`src/kbw_pkg.sv`:
```
`timescale 1ns / 1ps
// ----------------------------------------------------------------------------
// kbw_pkg
// Widths, coefficients and stage types shared by the window evaluator.
// ----------------------------------------------------------------------------
package kbw_pkg;

  localparam int POS_W    = 24;
  localparam int WID_W    = 23;
  localparam int T_W      = 25;
  localparam int REM_W    = 23;
  localparam int Q_W      = 32;
  localparam int ARG_W    = 33;
  localparam int PROD_W   = 65;
  localparam int N_COEF   = 13;
  localparam int N_HORNER = 12;
  localparam int N_DIV    = 32;

  localparam logic [WID_W-1:0] WIDTH_RESET = 23'd65536;
  localparam logic [Q_W-1:0]   ONE_Q31     = 32'h8000_0000;
  localparam logic [Q_W-1:0]   HALF_Q32    = 32'h8000_0000;

  // series terms in q1.31, c0 first
  localparam logic [Q_W-1:0] COEF [N_COEF] = '{
    32'd24652972,
    32'd243315078,
    32'd600355891,
    32'd658363905,
    32'd406111956,
    32'd160326574,
    32'd43954441,
    32'd8853325,
    32'd1365294,
    32'd166357,
    32'd16419,
    32'd1339,
    32'd92
  };

  typedef struct packed {
    logic             in_win;
    logic [REM_W-1:0] t;
  } prep_t;

  typedef struct packed {
    logic             in_win;
    logic [REM_W-1:0] rem;
    logic [Q_W-1:0]   q;
  } div_t;

  typedef struct packed {
    logic             in_win;
    logic [ARG_W-1:0] arg;
  } sq_t;

  typedef struct packed {
    logic             in_win;
    logic [ARG_W-1:0] arg;
    logic [Q_W-1:0]   acc;
  } hor_t;

endpackage

```
`src/kbw_square.sv`:
```
`timescale 1ns / 1ps
// ----------------------------------------------------------------------------
// kbw_square
// Squares the ratio with rounding and forms arg = 1 - r^2 in q1.32.
// ----------------------------------------------------------------------------
module kbw_square import kbw_pkg::*; (
  input  logic clk,
  input  logic rst,
  input  logic in_valid,
  output logic in_ready,
  input  div_t in_data,
  output logic out_valid,
  input  logic out_ready,
  output sq_t  out_data
);

  logic [2*Q_W-1:0] prod;
  logic [2*Q_W-1:0] rnd;
  logic [ARG_W-1:0] arg;
  logic             en;

  assign prod = (2*Q_W)'(in_data.q) * (2*Q_W)'(in_data.q);
  assign rnd  = prod + (2*Q_W)'(HALF_Q32);
  assign arg  = {1'b1, {Q_W{1'b0}}} - ARG_W'(rnd[2*Q_W-1:Q_W]);
  assign en   = ~out_valid | out_ready;
  assign in_ready = en;

  always_ff @(posedge clk) begin
    if (rst) begin
      out_valid <= 1'b0;
    end else if (en) begin
      out_valid <= in_valid;
    end
  end

  always_ff @(posedge clk) begin
    if (en) begin
      out_data.in_win <= in_data.in_win;
      out_data.arg    <= arg;
    end
  end

endmodule

```
`config.mk`:
```
export PLATFORM = sky130hd
export DESIGN_NAME = kbw_square
export DESIGN_NICKNAME = d
export VERILOG_FILES = /design/src/kbw_pkg.sv /design/src/kbw_square.sv
export SDC_FILE = /design/constraint.sdc
export NUM_CORES = 2
export LEC_CHECK = 0
export ABC_AREA = 1
export BUFFER_PORTS_ARGS = -buffer_cell sky130_fd_sc_hd__buf_2
export CAP_MARGIN = 5
export CORE_MARGIN = 2
export CORE_UTILIZATION = 43
export CTS_BUF_LIST = sky130_fd_sc_hd__clkbuf_4 sky130_fd_sc_hd__clkbuf_8 sky130_fd_sc_hd__clkbuf_16
export DETAILED_ROUTE_END_ITERATION = 10
export GPL_TIMING_DRIVEN = 1
export HOLD_SLACK_MARGIN = 0.12
export PLACE_DENSITY_LB_ADDON = 0.05
export SLEW_MARGIN = 20
export SYNTH_ARGS = -nofsm -noshare
export SYNTH_HDL_FRONTEND = slang
export SYNTH_SLANG_ARGS = --single-unit
```
`constraint.sdc`:
```
create_clock -name clk -period 15.29 [get_ports clk]
set_clock_uncertainty 0.1 [all_clocks]
set_input_delay 2.2935 -clock clk [delete_from_list [all_inputs] [get_ports clk]]
set_output_delay 2.2935 -clock clk [all_outputs]
set_load 0.005 [all_outputs]
```
==> flow_summary.yaml <==
clock_network:
  htree_levels: 2
  numCtsBuffers: 5
  cts.sinks: 35
  hold_buffers: 0
  cts-root-buf: "clkbuf_16"
  cts_tree: "done"
  path_clk_slew_ns: 0.05
  clk_latency_ns: 0.28
  cts_max_path_buffers: 2
  cts_setup_buffers: 0
  ctsResizeCount: 0
placed_design:
  port_buffers: 72
  gp_congestion: 0.927
  place_hpwl_um: 73900
yosys:
  netlist-cell-type-count: 38
  ys.flop_type: "edfxtp_1"
  synthesis.nets: 5540
  synthArstFlopShare_pct: 0
  ys_seq_elements: 35
  synth_cells: 4373
  synth_edf_count: 34
  yosys_warnings: 0
  avgSynthCellArea_um2: 7.78
  synth.cell_area_mm2: 0.0340
  yosysSeqAreaShare_pct: 3.06
sta:
  setup_violations: 0
  relSlewSlack_pct: 27.2
  final.setup.tns_ns: 0
  layout_min_cycle_time_ns: 10.48
  fmax_mhz: 95.4
  report.final.slew_viol_count: 0
  rsz0062_at_grt: "false"
  hold_viol: 0
  tightest_slew_ns: 1.09
  period_share_pct: 68.5
finish:
  fillCellCount: 8179
  n_antenna_cell: 0
  layout-drive-gt1-share_pct: 4.73
  areaGrowthSynthToFinish_pct: 4.83
  final_nets: 5546
die:
  die_height_um: 285
  start_util_pct: 43.3
  core_area_mm2: 0.0786
  pin_count: 96
  dieArea_mm2: 0.0813
  rows: 103
  die_x_um: 285
routing:
  ant_nets: 0
  wl_per_cell_um: 16.1
  drt_first_iter_violations: 1153
  post_drt_via_cell_ratio: 4.54
  route.detailed.drc: 0
  dr.pass1.iters: 5
  dr_total_vias: 24600
  totalWireLength_um: 87200
critical_path:
  cp_max_fo: 32
  cp_slowest_cell: "buf_2"
  required_ns: 15.21
  critPathKind: "in2reg"
  slowest_delay_ns: 0.79
  critPathCaptureType: "register"
  startpoint_type: "primary input"
  worstPathArrival_ns: 10.40
grt:
  grt_pass1_wl_um: 146000
  grt_max_degree: 36
  grt_pass1_vias: 26900
  overflow: 0
  grt_usage_pct: 22.8
  antenna_found_initial: 0
job:
  maxCapViolations: 0
hold_path:
  hold_path.class: "reg2reg"
run_status:
  status: "complete, no violations"
==> final cells by class <==
class                           count  area, µm²  area share [%]
Sequential cell                    35       1040            2.92
Tap cell                         1050       1310            3.69
Multi-Input combinational cell   2695      26800            75.2
Clock inverter                      3       20.0          0.0562
Timing Repair Buffer               98        556            1.56
Clock buffer                        5        125           0.351
Inverter                         1544       5800            16.3
==> flip-flops by register name (all words and copies together), names as in the netlist <==
register   flops
out_data      34
out_valid      1
==> worst max-delay path: cells and delay by family <==
kind | cells | cell delay [ns]
buffers and inverters | 8 | 1.18
and+or+nand+nor | 14 | 2.01
adders and majority gates | 10 | 4.73
xor gates and xnor gates | 1 | 0.15
==> cells in the mapped netlist, drive strengths merged, types with 5 or more instances <==
cell type / instances / area [µm²]
o21bai: 9 / 67.6
fa: 804 / 16100
nand4: 22 / 144
nand2: 1140 / 4360
edfxtp: 34 / 1020
o21ai: 14 / 70.1
buf: 7 / 26.3
ha: 303 / 3790
xnor2: 20 / 175
nor2: 169 / 791
a21oi: 47 / 235
xor2: 34 / 298
nor3: 17 / 120
or2: 5 / 31.3
clkbuf: 92 / 345
nand3: 94 / 485
inv: 1543 / 5790
==> layer usage <==
| metal | global-route usage, % | wire length [µm] | up-vias | share of wire [%] |
|---|---|---|---|---|
| met5 | 0 | 0 | - | 0 |
| li1 | - | - | 12100 | - |
| met3 | 0.984 | 2500 | 51 | 2.9 |
| met4 | 2.13 | 966 | 0 | 1.1 |
| met1 | 31.9 | 40000 | 12100 | 46 |
| met2 | 40.9 | 43700 | 332 | 50 |
==> cells in the final DEF (no fill, tap or decap), types with 19 or more instances in the layout <==
cell type     n
a21oi_1      47
xnor2_1      20
nand2_2      26
ha_1        303
buf_4        26
nand3_1      91
nor2_2       23
nand4_1      21
nand2_1    1112
xor2_1       34
inv_2        19
nor2_1      134
edfxtp_1     34
buf_2        72
fa_1        804
inv_1      1524
==> worst paths after layout <==
check               from            to  slack, ns  cells past startpoint
max          in_data[19]  out_data[22]       4.81                     33
min            out_valid     out_valid       0.77                      3
max reg2reg    out_valid  out_data[11]      14.05                      2
min reg2reg    out_valid     out_valid       0.77                      3
==> through the flow <==
step	instance area [µm²]	util, %	std cells	setup slack [ns]	hold slack, ns
floorplan	34000	-	4373	5.52	1.16
global placement	35500	45.2	5422	4.44	0.756
detailed placement	35500	45.2	5422	4.45	0.757
CTS	35600	45.3	5430	4.73	0.771
global route	35600	45.3	5430	4.25	0.832
finish	35600	45.3	5430	4.81	0.772
==> kinds of logic (layout without fill, tap and decap cells) <==
logic type	count (synthesis)	after routing	synth area share (%)
adder cells (fa/ha/maj)	1107	1107	58.5
buffers and inverters	1643	1650	18.1
AND/OR/NAND/NOR	1456	1456	17.6
flip-flops	35	35	3.06
XOR/XNOR	54	54	1.39
AO/OA/AOI/OAI	78	78	1.28
Power is not shown: default switching activity piles up to over one toggle a cycle in this logic, so the estimate is an artifact.
