## config.mk

```make
export PLATFORM = sky130hd
export DESIGN_NAME = kbw_prep
export DESIGN_NICKNAME = d
export VERILOG_FILES = /design/src/kbw_pkg.sv /design/src/kbw_prep.sv
export SDC_FILE = /design/constraint.sdc
export NUM_CORES = 1
export LEC_CHECK = 0
export ABC_AREA = 1
export BUFFER_PORTS_ARGS = -buffer_cell sky130_fd_sc_hd__buf_2
export CAP_MARGIN = 25
export CORE_MARGIN = 2
export CORE_UTILIZATION = 49
export DETAILED_ROUTE_END_ITERATION = 8
export HOLD_SLACK_MARGIN = 0.05
export PLACE_DENSITY = 0.83
export SYNTH_ARGS = -nofsm -noshare
export SYNTH_HDL_FRONTEND = slang
export SYNTH_SLANG_ARGS = --single-unit
```

## constraint.sdc

```tcl
create_clock -name clk -period 2.6 [get_ports clk]
set_input_delay 0.39 -clock clk [delete_from_list [all_inputs] [get_ports clk]]
set_output_delay 0.39 -clock clk [all_outputs]
set_load 0.02 [all_outputs]
```

## src/kbw_pkg.sv

```systemverilog
`timescale 1ns / 1ps
// ----------------------------------------------------------------------------
// kbw_pkg
// Widths, coefficients and stage types shared by the window evaluator.
// ----------------------------------------------------------------------------
package kbw_pkg;

  localparam int POS_W    = 24;
  localparam int WID_W    = 23;
  localparam int T_W      = 25;
  localparam int REM_W    = 23;
  localparam int Q_W      = 32;
  localparam int ARG_W    = 33;
  localparam int PROD_W   = 65;
  localparam int N_COEF   = 13;
  localparam int N_HORNER = 12;
  localparam int N_DIV    = 32;

  localparam logic [WID_W-1:0] WIDTH_RESET = 23'd65536;
  localparam logic [Q_W-1:0]   ONE_Q31     = 32'h8000_0000;
  localparam logic [Q_W-1:0]   HALF_Q32    = 32'h8000_0000;

  // series terms in q1.31, c0 first
  localparam logic [Q_W-1:0] COEF [N_COEF] = '{
    32'd24652972,
    32'd243315078,
    32'd600355891,
    32'd658363905,
    32'd406111956,
    32'd160326574,
    32'd43954441,
    32'd8853325,
    32'd1365294,
    32'd166357,
    32'd16419,
    32'd1339,
    32'd92
  };

  typedef struct packed {
    logic             in_win;
    logic [REM_W-1:0] t;
  } prep_t;

  typedef struct packed {
    logic             in_win;
    logic [REM_W-1:0] rem;
    logic [Q_W-1:0]   q;
  } div_t;

  typedef struct packed {
    logic             in_win;
    logic [ARG_W-1:0] arg;
  } sq_t;

  typedef struct packed {
    logic             in_win;
    logic [ARG_W-1:0] arg;
    logic [Q_W-1:0]   acc;
  } hor_t;

endpackage

```

## src/kbw_prep.sv

```systemverilog
`timescale 1ns / 1ps
// ----------------------------------------------------------------------------
// kbw_prep
// Forms 2|x| and decides whether the position lies inside the window.
// ----------------------------------------------------------------------------
module kbw_prep import kbw_pkg::*; (
  input  logic                    clk,
  input  logic                    rst,
  input  logic [WID_W-1:0]        window_width,
  input  logic                    in_valid,
  output logic                    in_ready,
  input  logic signed [POS_W-1:0] position,
  output logic                    out_valid,
  input  logic                    out_ready,
  output prep_t                   out_data
);

  logic [POS_W-1:0] mag;
  logic [T_W-1:0]   t;
  logic             in_win;
  logic             en;

  assign mag    = position[POS_W-1] ? (~position + POS_W'(1)) : position;
  assign t      = {mag, 1'b0};
  assign in_win = (window_width != '0) && (t < T_W'(window_width));
  assign en     = ~out_valid | out_ready;
  assign in_ready = en;

  always_ff @(posedge clk) begin
    if (rst) begin
      out_valid <= 1'b0;
    end else if (en) begin
      out_valid <= in_valid;
    end
  end

  always_ff @(posedge clk) begin
    if (en) begin
      out_data.in_win <= in_win;
      out_data.t      <= t[REM_W-1:0];
    end
  end

endmodule

```

==> flow_summary.json <==
{
  "status": "complete, no violations",
  "hold_buffers": 0,
  "regToRegEndpoint": "out_data[10]$_DFFE_PP_",
  "io_pins": 77,
  "globalRouteTotalUtil": 0.2131,
  "p_leak_nw": 1.292,
  "final_cell_mix": "75 x buf_2, 40 x inv_1, 39 x nand2_1, 30 x nor2_1",
  "worstPathMaxFanout": 5,
  "slew_headroom": 0.6207,
  "cts_tree": "built",
  "yosysWarnings": 0,
  "drc": 0,
  "globalRouteOverflowTotal": 0,
  "final_common_cell": "buf_2",
  "synth_ff_type": "edfxtp_1",
  "critPathSlowestCell": "ha_1",
  "yosysSeqAreaShare": 0.3579,
  "tns_ps": 0,
  "tightest_slew_ps": 567.6,
  "worstSkewPairLatency_ps": 280,
  "grt_busiest_layer": "met2",
  "synthSimpleGateAreaFrac": 0.2174,
  "path_cells": "buf_2 > inv_1 > ha_1 > nand3_4 > nor2_2 > nand2_4 > o21ai_4 > xor2_1 > ha_1 > nand2_1 > o21ai_0 > a21oi_1 > nand2_1 > nand2_1 > nand2_1 > a21oi_2",
  "use_met2": 0.3640,
  "dp.cells": 362,
  "place_congestion": 0.9209,
  "critPathKind": "in -> reg",
  "cts-resized-gates": 0,
  "rsz0062_at_grt": "false",
  "htree_levels": 1,
  "drive_gt1_frac": 0.3038,
  "initial_utilization": 0.5036,
  "cp.required_ps": 2740,
  "seqPwrFrac": 0.444,
  "finalMaxSlewViolations": 0,
  "clock-sinks": 24,
  "core_region_area_um2": 3943,
  "postPlaceCellArea_um2": 2415,
  "synth_compound_area_frac": 0.09641,
  "fin_skew_ps": 9.459,
  "dpl.hpwl_mm": 3.800,
  "syn_avg_cell_area_um2": 8.343,
  "slowest_delay_ps": 270,
  "cts_buffers": 3,
  "synth_xor_area_frac": 0.08822,
  "yosys_register_bits": 24,
  "yosysUniqueCellTypes": 33,
  "path_buf_inv": 2,
  "wl_mm": 4.566,
  "post-cts-setup-buffers": 0,
  "antenna_found_initial": 0,
  "ff2ff_path_depth": 2,
  "num_rows": 23,
  "timing.rr.start": "out_valid$_SDFFE_PP0P_",
  "ir_drop_v": 0.0002346,
  "fin_util": 0.6239,
  "grt_util_met3": 0.02167,
  "cp_num_cells": 16,
  "worst_path_most_repeated_cell": "nand2_1",
  "cpLargestDelayFamily": "simple AND/OR/NAND/NOR gates",
  "endpoint_kind": "register",
  "whs_ps": 261.2,
  "holdPathStages": 2,
  "p_sw_mw": 0.3685,
  "swShare": 0.3368,
  "vias": 1821,
  "grt_pass1_wl_mm": 7.348,
  "cts_max_path_buffers": 2,
  "root_buffer": "clkbuf_8",
  "io_buffers": 75,
  "min_period_ps": 2359,
  "fp.dieW_um": 67.66,
  "hp-start": "rst",
  "hold_end": "out_valid$_SDFFE_PP0P_",
  "synthAdderAreaFrac": 0.1449,
  "die_y_um": 67.66,
  "cellPowerDensity_nw_per_um2": 444.8,
  "max_freq_mhz": 423.8,
  "start_kind": "input port",
  "regToRegSetupSlack_ps": 1230,
  "drt-wirelength-per-cell_um": 12.48,
  "critical_path_arrival_ps": 2500,
  "synth_cells": 238,
  "synth.cell_area_um2": 1986,
  "synth-async-reset-ratio": 0,
  "syn_nets": 312,
  "clkTransAtPathRegs_ps": 90,
  "setup_violations": 0,
  "drt-initial-drc-count": 73,
  "hold_viol_final": 0,
  "die-area_um2": 4578,
  "p_int_mw": 0.7255,
  "postRouteAntennaNets": 0,
  "drt-vias-per-instance": 4.975,
  "cap_violations": 0,
  "use_met1": 0.2763,
  "synthMuxAreaShare": 0,
  "antenna_cells": 0,
  "fin_nets": 391,
  "dr.pass1.iters": 5,
  "grt_pass1_vias": 1745,
  "synth_top_family_by_area": "simple AND/OR/NAND/NOR gates",
  "min_path_type": "in -> reg",
  "finalCritPeriodShare": 0.9074,
  "pwr-share-comb": 0.337,
  "synth_edf_count": 23,
  "final_cells": 366,
  "power_frac_clock": 0.219,
  "stdcell_area_um2": 2460,
  "grt_max_degree": 15,
  "area_growth_syn_to_layout_pct": 23.88
}
## routing by layer
layer / up-vias / share of wire
met5: - / 0
met2: 63 / 0.49
li1: 936 / -
met3: 7 / 0.071
met1: 815 / 0.43
met4: 0 / 0.016
## worst max-delay path by stage
stage                      from                     end  slack, ps
floorplan           position[1]  out_data[23]$_DFFE_PP_        330
global placement    position[0]  out_data[23]$_DFFE_PP_         50
detailed placement  position[0]  out_data[23]$_DFFE_PP_        -70
CTS                 position[0]  out_data[23]$_DFFE_PP_        240
global route        position[0]  out_data[23]$_DFFE_PP_         50
finish              position[0]  out_data[23]$_DFFE_PP_        240
## logic make-up after synthesis
group	Yosys count
AND/OR/NAND/NOR	96
buffers and inverters	46
AO/OA/AOI/OAI	28
flip-flops	24
XOR/XNOR	20
adder cells (fa/ha/maj)	23
other	1
## synthesized netlist by cell type (2+ instances only)
library cell	number	area share
nand4_1	4	0.013
o31ai_1	2	0.0076
inv_2	3	0.0057
xor2_1	16	0.071
xnor2_1	4	0.018
a21oi_1	12	0.030
inv_1	40	0.076
nand3_1	11	0.028
nor2_1	30	0.057
nor3_1	3	0.0076
o21ai_1	2	0.0050
nand2_1	39	0.074
o21ai_0	4	0.010
edfxtp_1	23	0.35
nor2_2	3	0.0095
ha_1	23	0.14
o31ai_2	3	0.019
## stage by stage
stage	worst slack, ps	power (mW)
floorplan	329.0	0.7344
global placement	51.49	0.8539
detailed placement	-66.58	0.8627
CTS	240.0	1.100
global route	46.24	1.162
finish	240.6	1.094
## sequential cells by signal, summed over array words and instances, names as in the netlist
name / cells
out_valid: 1
out_data: 23
## power groups by stage
stage	clock [mW]	sequential, mW	combinational, mW
6_report	0.239	0.486	0.368
5_1_grt	0.254	0.491	0.417
4_1_cts	0.244	0.487	0.370
3_5_place_dp	0	0.495	0.368
3_3_place_gp	0	0.495	0.359
2_1_floorplan	0	0.555	0.180
## layout make-up
type | instances | area [µm²]
well taps | 50 | 62.56
fillers | 340 | 1483
inverters | 43 | 161.4
multi-input cells | 168 | 1090
flip-flops and latches | 24 | 710.7
clock buffers | 4 | 45.04
repair buffers | 77 | 390.4
Power figures use the tool's default switching activity.
