File: src/kbw_pkg.sv
`timescale 1ns / 1ps
// ----------------------------------------------------------------------------
// kbw_pkg
// Widths, coefficients and stage types shared by the window evaluator.
// ----------------------------------------------------------------------------
package kbw_pkg;

  localparam int POS_W    = 24;
  localparam int WID_W    = 23;
  localparam int T_W      = 25;
  localparam int REM_W    = 23;
  localparam int Q_W      = 32;
  localparam int ARG_W    = 33;
  localparam int PROD_W   = 65;
  localparam int N_COEF   = 13;
  localparam int N_HORNER = 12;
  localparam int N_DIV    = 32;

  localparam logic [WID_W-1:0] WIDTH_RESET = 23'd65536;
  localparam logic [Q_W-1:0]   ONE_Q31     = 32'h8000_0000;
  localparam logic [Q_W-1:0]   HALF_Q32    = 32'h8000_0000;

  // series terms in q1.31, c0 first
  localparam logic [Q_W-1:0] COEF [N_COEF] = '{
    32'd24652972,
    32'd243315078,
    32'd600355891,
    32'd658363905,
    32'd406111956,
    32'd160326574,
    32'd43954441,
    32'd8853325,
    32'd1365294,
    32'd166357,
    32'd16419,
    32'd1339,
    32'd92
  };

  typedef struct packed {
    logic             in_win;
    logic [REM_W-1:0] t;
  } prep_t;

  typedef struct packed {
    logic             in_win;
    logic [REM_W-1:0] rem;
    logic [Q_W-1:0]   q;
  } div_t;

  typedef struct packed {
    logic             in_win;
    logic [ARG_W-1:0] arg;
  } sq_t;

  typedef struct packed {
    logic             in_win;
    logic [ARG_W-1:0] arg;
    logic [Q_W-1:0]   acc;
  } hor_t;

endpackage

File: src/kbw_div.sv
`timescale 1ns / 1ps
// ----------------------------------------------------------------------------
// kbw_div
// Restoring divider, one quotient bit per stage: r = floor(t * 2^32 / W).
// ----------------------------------------------------------------------------
module kbw_div import kbw_pkg::*; (
  input  logic             clk,
  input  logic             rst,
  input  logic [WID_W-1:0] window_width,
  input  logic             in_valid,
  output logic             in_ready,
  input  prep_t            in_data,
  output logic             out_valid,
  input  logic             out_ready,
  output div_t             out_data
);

  div_t              stg      [N_DIV];
  div_t              stg_next [N_DIV];
  div_t              src      [N_DIV];
  logic [N_DIV-1:0]  vld;
  logic [N_DIV:0]    en;

  assign en[N_DIV] = out_ready;
  assign in_ready  = en[0];
  assign out_valid = vld[N_DIV-1];
  assign out_data  = stg[N_DIV-1];

  always_comb begin
    logic [REM_W:0] sh;
    logic           ge;
    src[0].in_win = in_data.in_win;
    src[0].rem    = in_data.t;
    src[0].q      = '0;
    for (int i = 1; i < N_DIV; i++) begin
      src[i] = stg[i-1];
    end
    for (int i = 0; i < N_DIV; i++) begin
      sh = {src[i].rem, 1'b0};
      ge = sh >= (REM_W+1)'(window_width);
      stg_next[i].in_win = src[i].in_win;
      stg_next[i].rem    = ge ? REM_W'(sh - (REM_W+1)'(window_width)) : sh[REM_W-1:0];
      stg_next[i].q      = {src[i].q[Q_W-2:0], ge};
    end
  end

  for (genvar i = 0; i < N_DIV; i++) begin : g_stage
    assign en[i] = ~vld[i] | en[i+1];

    always_ff @(posedge clk) begin
      if (rst) begin
        vld[i] <= 1'b0;
      end else if (en[i]) begin
        vld[i] <= (i == 0) ? in_valid : vld[(i == 0) ? 0 : i-1];
      end
    end

    always_ff @(posedge clk) begin
      if (en[i]) begin
        stg[i] <= stg_next[i];
      end
    end
  end

endmodule

File: config.mk
export PLATFORM = sky130hd
export DESIGN_NAME = kbw_div
export DESIGN_NICKNAME = d
export VERILOG_FILES = /design/src/kbw_pkg.sv /design/src/kbw_div.sv
export SDC_FILE = /design/constraint.sdc
export NUM_CORES = 2
export LEC_CHECK = 0
export ABC_AREA = 0
export BUFFER_PORTS_ARGS = -buffer_cell sky130_fd_sc_hd__buf_2
export CORE_MARGIN = 1.5
export CORE_UTILIZATION = 50
export DETAILED_ROUTE_END_ITERATION = 6
export PLACE_DENSITY = 0.64
export SYNTH_ARGS = -nofsm -noshare
export SYNTH_HDL_FRONTEND = slang
export SYNTH_SLANG_ARGS = --single-unit
File: constraint.sdc
create_clock -name clk -period 11.43 [get_ports clk]
set_clock_uncertainty 0.05 [all_clocks]
set_input_delay 0 -clock clk [delete_from_list [all_inputs] [get_ports clk]]
set_output_delay 0 -clock clk [all_outputs]
set_load 0.005 [all_outputs]
==> results by group <==
Outcome
  – Outcome: finished clean

Yosys
  – Yosys cell types: 97
  – Most common cell in the netlist: edfxtp_1
  – Yosys top cell area share: 47.36%
  – Syn nets: approximately 8000
  – Area leader, netlist: edfxtp_1
  – Seq/Total Area, Yosys: between 40% and 50%
  – Post-synth top flop: edfxtp_1
  – Synth Warn #: 0
  – EDFF count, synth: 1296
  – Area of the mapped netlist: 82180 um2
  – Synth Register Bits: 1328
  – Dominant cells by area after synthesis: edfxtp_1 (47%), ha_1 (11%), mux2_2 (6.4%), xnor2_1 (4.0%), a21oi_1 (3.3%)
  – Post-synth top cells: edfxtp_1 (1296), ha_1 (736), nor2_1 (587)
  – Async set-reset flop share out of synthesis: 0%
  – Post-Synthesis Cells: around 7200
  – Mean post-synth cell area: 11.42 um2

Drt
  – Vias per cell: 5.939
  – DRC: 0
  – Routed wire length: between 200000 and 250000 um
  – Via count: 58011
  – WL/cell: 21.89 um
  – ANT nets after route: 0
  – DRT iter0 DRCs: 4612
  – First-pass iteration count of the detailed router: 7

Place
  – Pre-CTS setup slack: a little under 7 ns
  – Placed cells: 9447
  – Port Buf Inserts: 108
  – GPL Wtd Cong: 0.9118
  – HPWL after detailed placement: 148800 um

Power and ir drop
  – Leak: approximately 36 nW
  – VDD IR max: approximately 0.00017 V
  – PD cells: 331.8 nW/um2
  – Overall power: 30.31 mW

Clock network
  – Clock latency on the worst-skew pair: around 0.80 ns
  – CTS max path bufs: 3
  – Total CTS buffers: 151
  – Clock transition at path regs: 0.06 ns
  – Post-cts resize count: 0
  – Count of clock tree sinks: ~1300
  – # H-tree levels: 4
  – CTS tree: done
  – Clock root buffer: clkbuf_16

Die
  – Die height: 408.4 um
  – FP Rows: 148
  – Die area: 166800 um2
  – Placeable Area: 163000 um2
  – Initial Utilization: 50.43%
  – # IOs: 109
  – Die span in x: about 400 um

Timing
  – FMAX: 0.1942 GHz
  – Slew Viols, Final: 0
  – PnR worst setup slack: 6.281 ns
  – Tmin final: 5.149 ns
  – Crit share post-route: a little under half
  – Relative slew slack: around 20%
  – Slew @ Worst Pin: approximately 1.2 ns
  – Setup violations, final: 0
  – Sum of negative setup slack: 0 ns
  – Final hold vios: 0
  – Unrepaired setup endpoints after global routing: no

Finish
  – Post-route insts no fill: 9767
  – Final layout net count: 8289
  – Area grow syn2layout: 11.16%
  – Share of layout cells above drive strength 1: 13.83%
  – Layout fillers: about 14000
  – Final Util: around 56%
  – Antenna diodes: 0

Global routing
  – First-pass GRT wire length: 324000 um
  – Vias in the first global route: 55918
  – Maximum number of pins on one net before global-route repair: 57
  – Initial antenna violation count: 9
  – Tot GR Track Use: between 20% and 30%
  – Total global routing overflow: 0

Worst setup path
  – Crit-path max FO: 41
  – WS Path Type: reg -> out
  – Crit. End Element: output pin
  – Worst Path Required: 11.38 ns
  – WP data arrival: 5.10 ns
  – Critical path startpoint category: flip-flop

Hold path
  – Worst Hold Class: in -> reg

Job
  – Max cap viols: 0
## per-layer routing
| layer | part of all wire (%) | wire length, um | global-route usage, % |
|---|---|---|---|
| met3 | 5.2 | 11090 | 3.406 |
| met5 | 0 | 0 | 0 |
| met1 | 45 | 95350 | 33.56 |
| met2 | 47 | 100200 | 41.60 |
| met4 | 3.4 | 7208 | 8.775 |
## cells in the final DEF (no fill, tap or decap), types with 113 or more instances in the layout
cell type,count
nor2b_1,113
o21a_1,168
nor2_1,586
mux2_2,468
nor3_1,118
a21o_1,214
nand2_1,381
clkbuf_16,155
nand3_1,121
inv_1,210
ha_1,736
o21ai_0,384
a21oi_1,548
xnor2_1,380
xor2_1,160
edfxtp_1,1296
## power by group
part / switching (mW) / total, mW / internal [mW] / leakage, nW
sequential: 1.46 / 10.3 / 8.84 / 13.6
clock: 2.05 / 5.03 / 2.98 / 2.51
combinational: 7.91 / 15.0 / 7.06 / 19.7
## timing repair
item / 4_1_cts / 5_1_grt
endpoints found under the hold margin: 78 / 0
hold buffers: 45 / 0
setup buffers: 0 / 0
## area by class of cell
class | instances | area, um2 | area share [%]
Clock inverter | 91 | 1202 | 1.316
Tap cell | 2175 | 2721 | 2.979
Sequential cell | 1328 | 39560 | 43.30
Clock buffer | 184 | 4008 | 4.387
Timing Repair Buffer | 241 | 1657 | 1.813
Multi-Input combinational cell | 5507 | 41300 | 45.21
Inverter | 241 | 905.9 | 0.9917
## path summary, 6_finish.rpt
kind / to / cells after the start / from / slack [ns]
setup / recovery: in_ready / 13 / out_valid / 6.28
hold / removal: stg[0][43] / 3 / in_data[10] / 0.06
hold reg to reg: stg[1][3] / 0 / stg[0][842] / 0.35
setup reg to reg: vld[0] / 14 / out_valid / 6.48
## kinds of logic (layout without fill, tap and decap cells)
| kind of cell | count (synthesis) | after routing | synth area share (%) |
|---|---|---|---|
| fa+ha+maj | 768 | 768 | 11.99 |
| mux | 489 | 489 | 6.669 |
| compound gates | 1928 | 1928 | 15.33 |
| xor+xnor | 540 | 540 | 5.755 |
| flops | 1328 | 1328 | 48.14 |
| simple gates | 1782 | 1782 | 10.39 |
| buf+inv | 359 | 757 | 1.745 |
## state kept, by name (all words and copies together) (netlist names)
register and count:
out_valid 1, stg 1296, vld 31
## worst max-delay path: stages, from the launching register on
cell and delay (ns):
dfxtp_1 0.33, nor2b_1 0.50, and3_1 0.34, nand4_1 0.13, buf_4 0.33, nor2_1 0.29
inv_1 0.07, buf_4 0.29, nor2_1 0.38, and2_1 0.32, nand4_1 0.14, buf_4 0.27
or2_2 0.59, buf_2 0.24
## through the flow
step                hold slack, ns  instance area [um2]
finish                     0.06404                91350
detailed placement          0.1746                85690
CTS                       0.008959                91350
global placement            0.1721                85690
floorplan                  0.01907                82180
global route               0.04345                91350
Note: power is estimated with default switching activity, not from simulation.
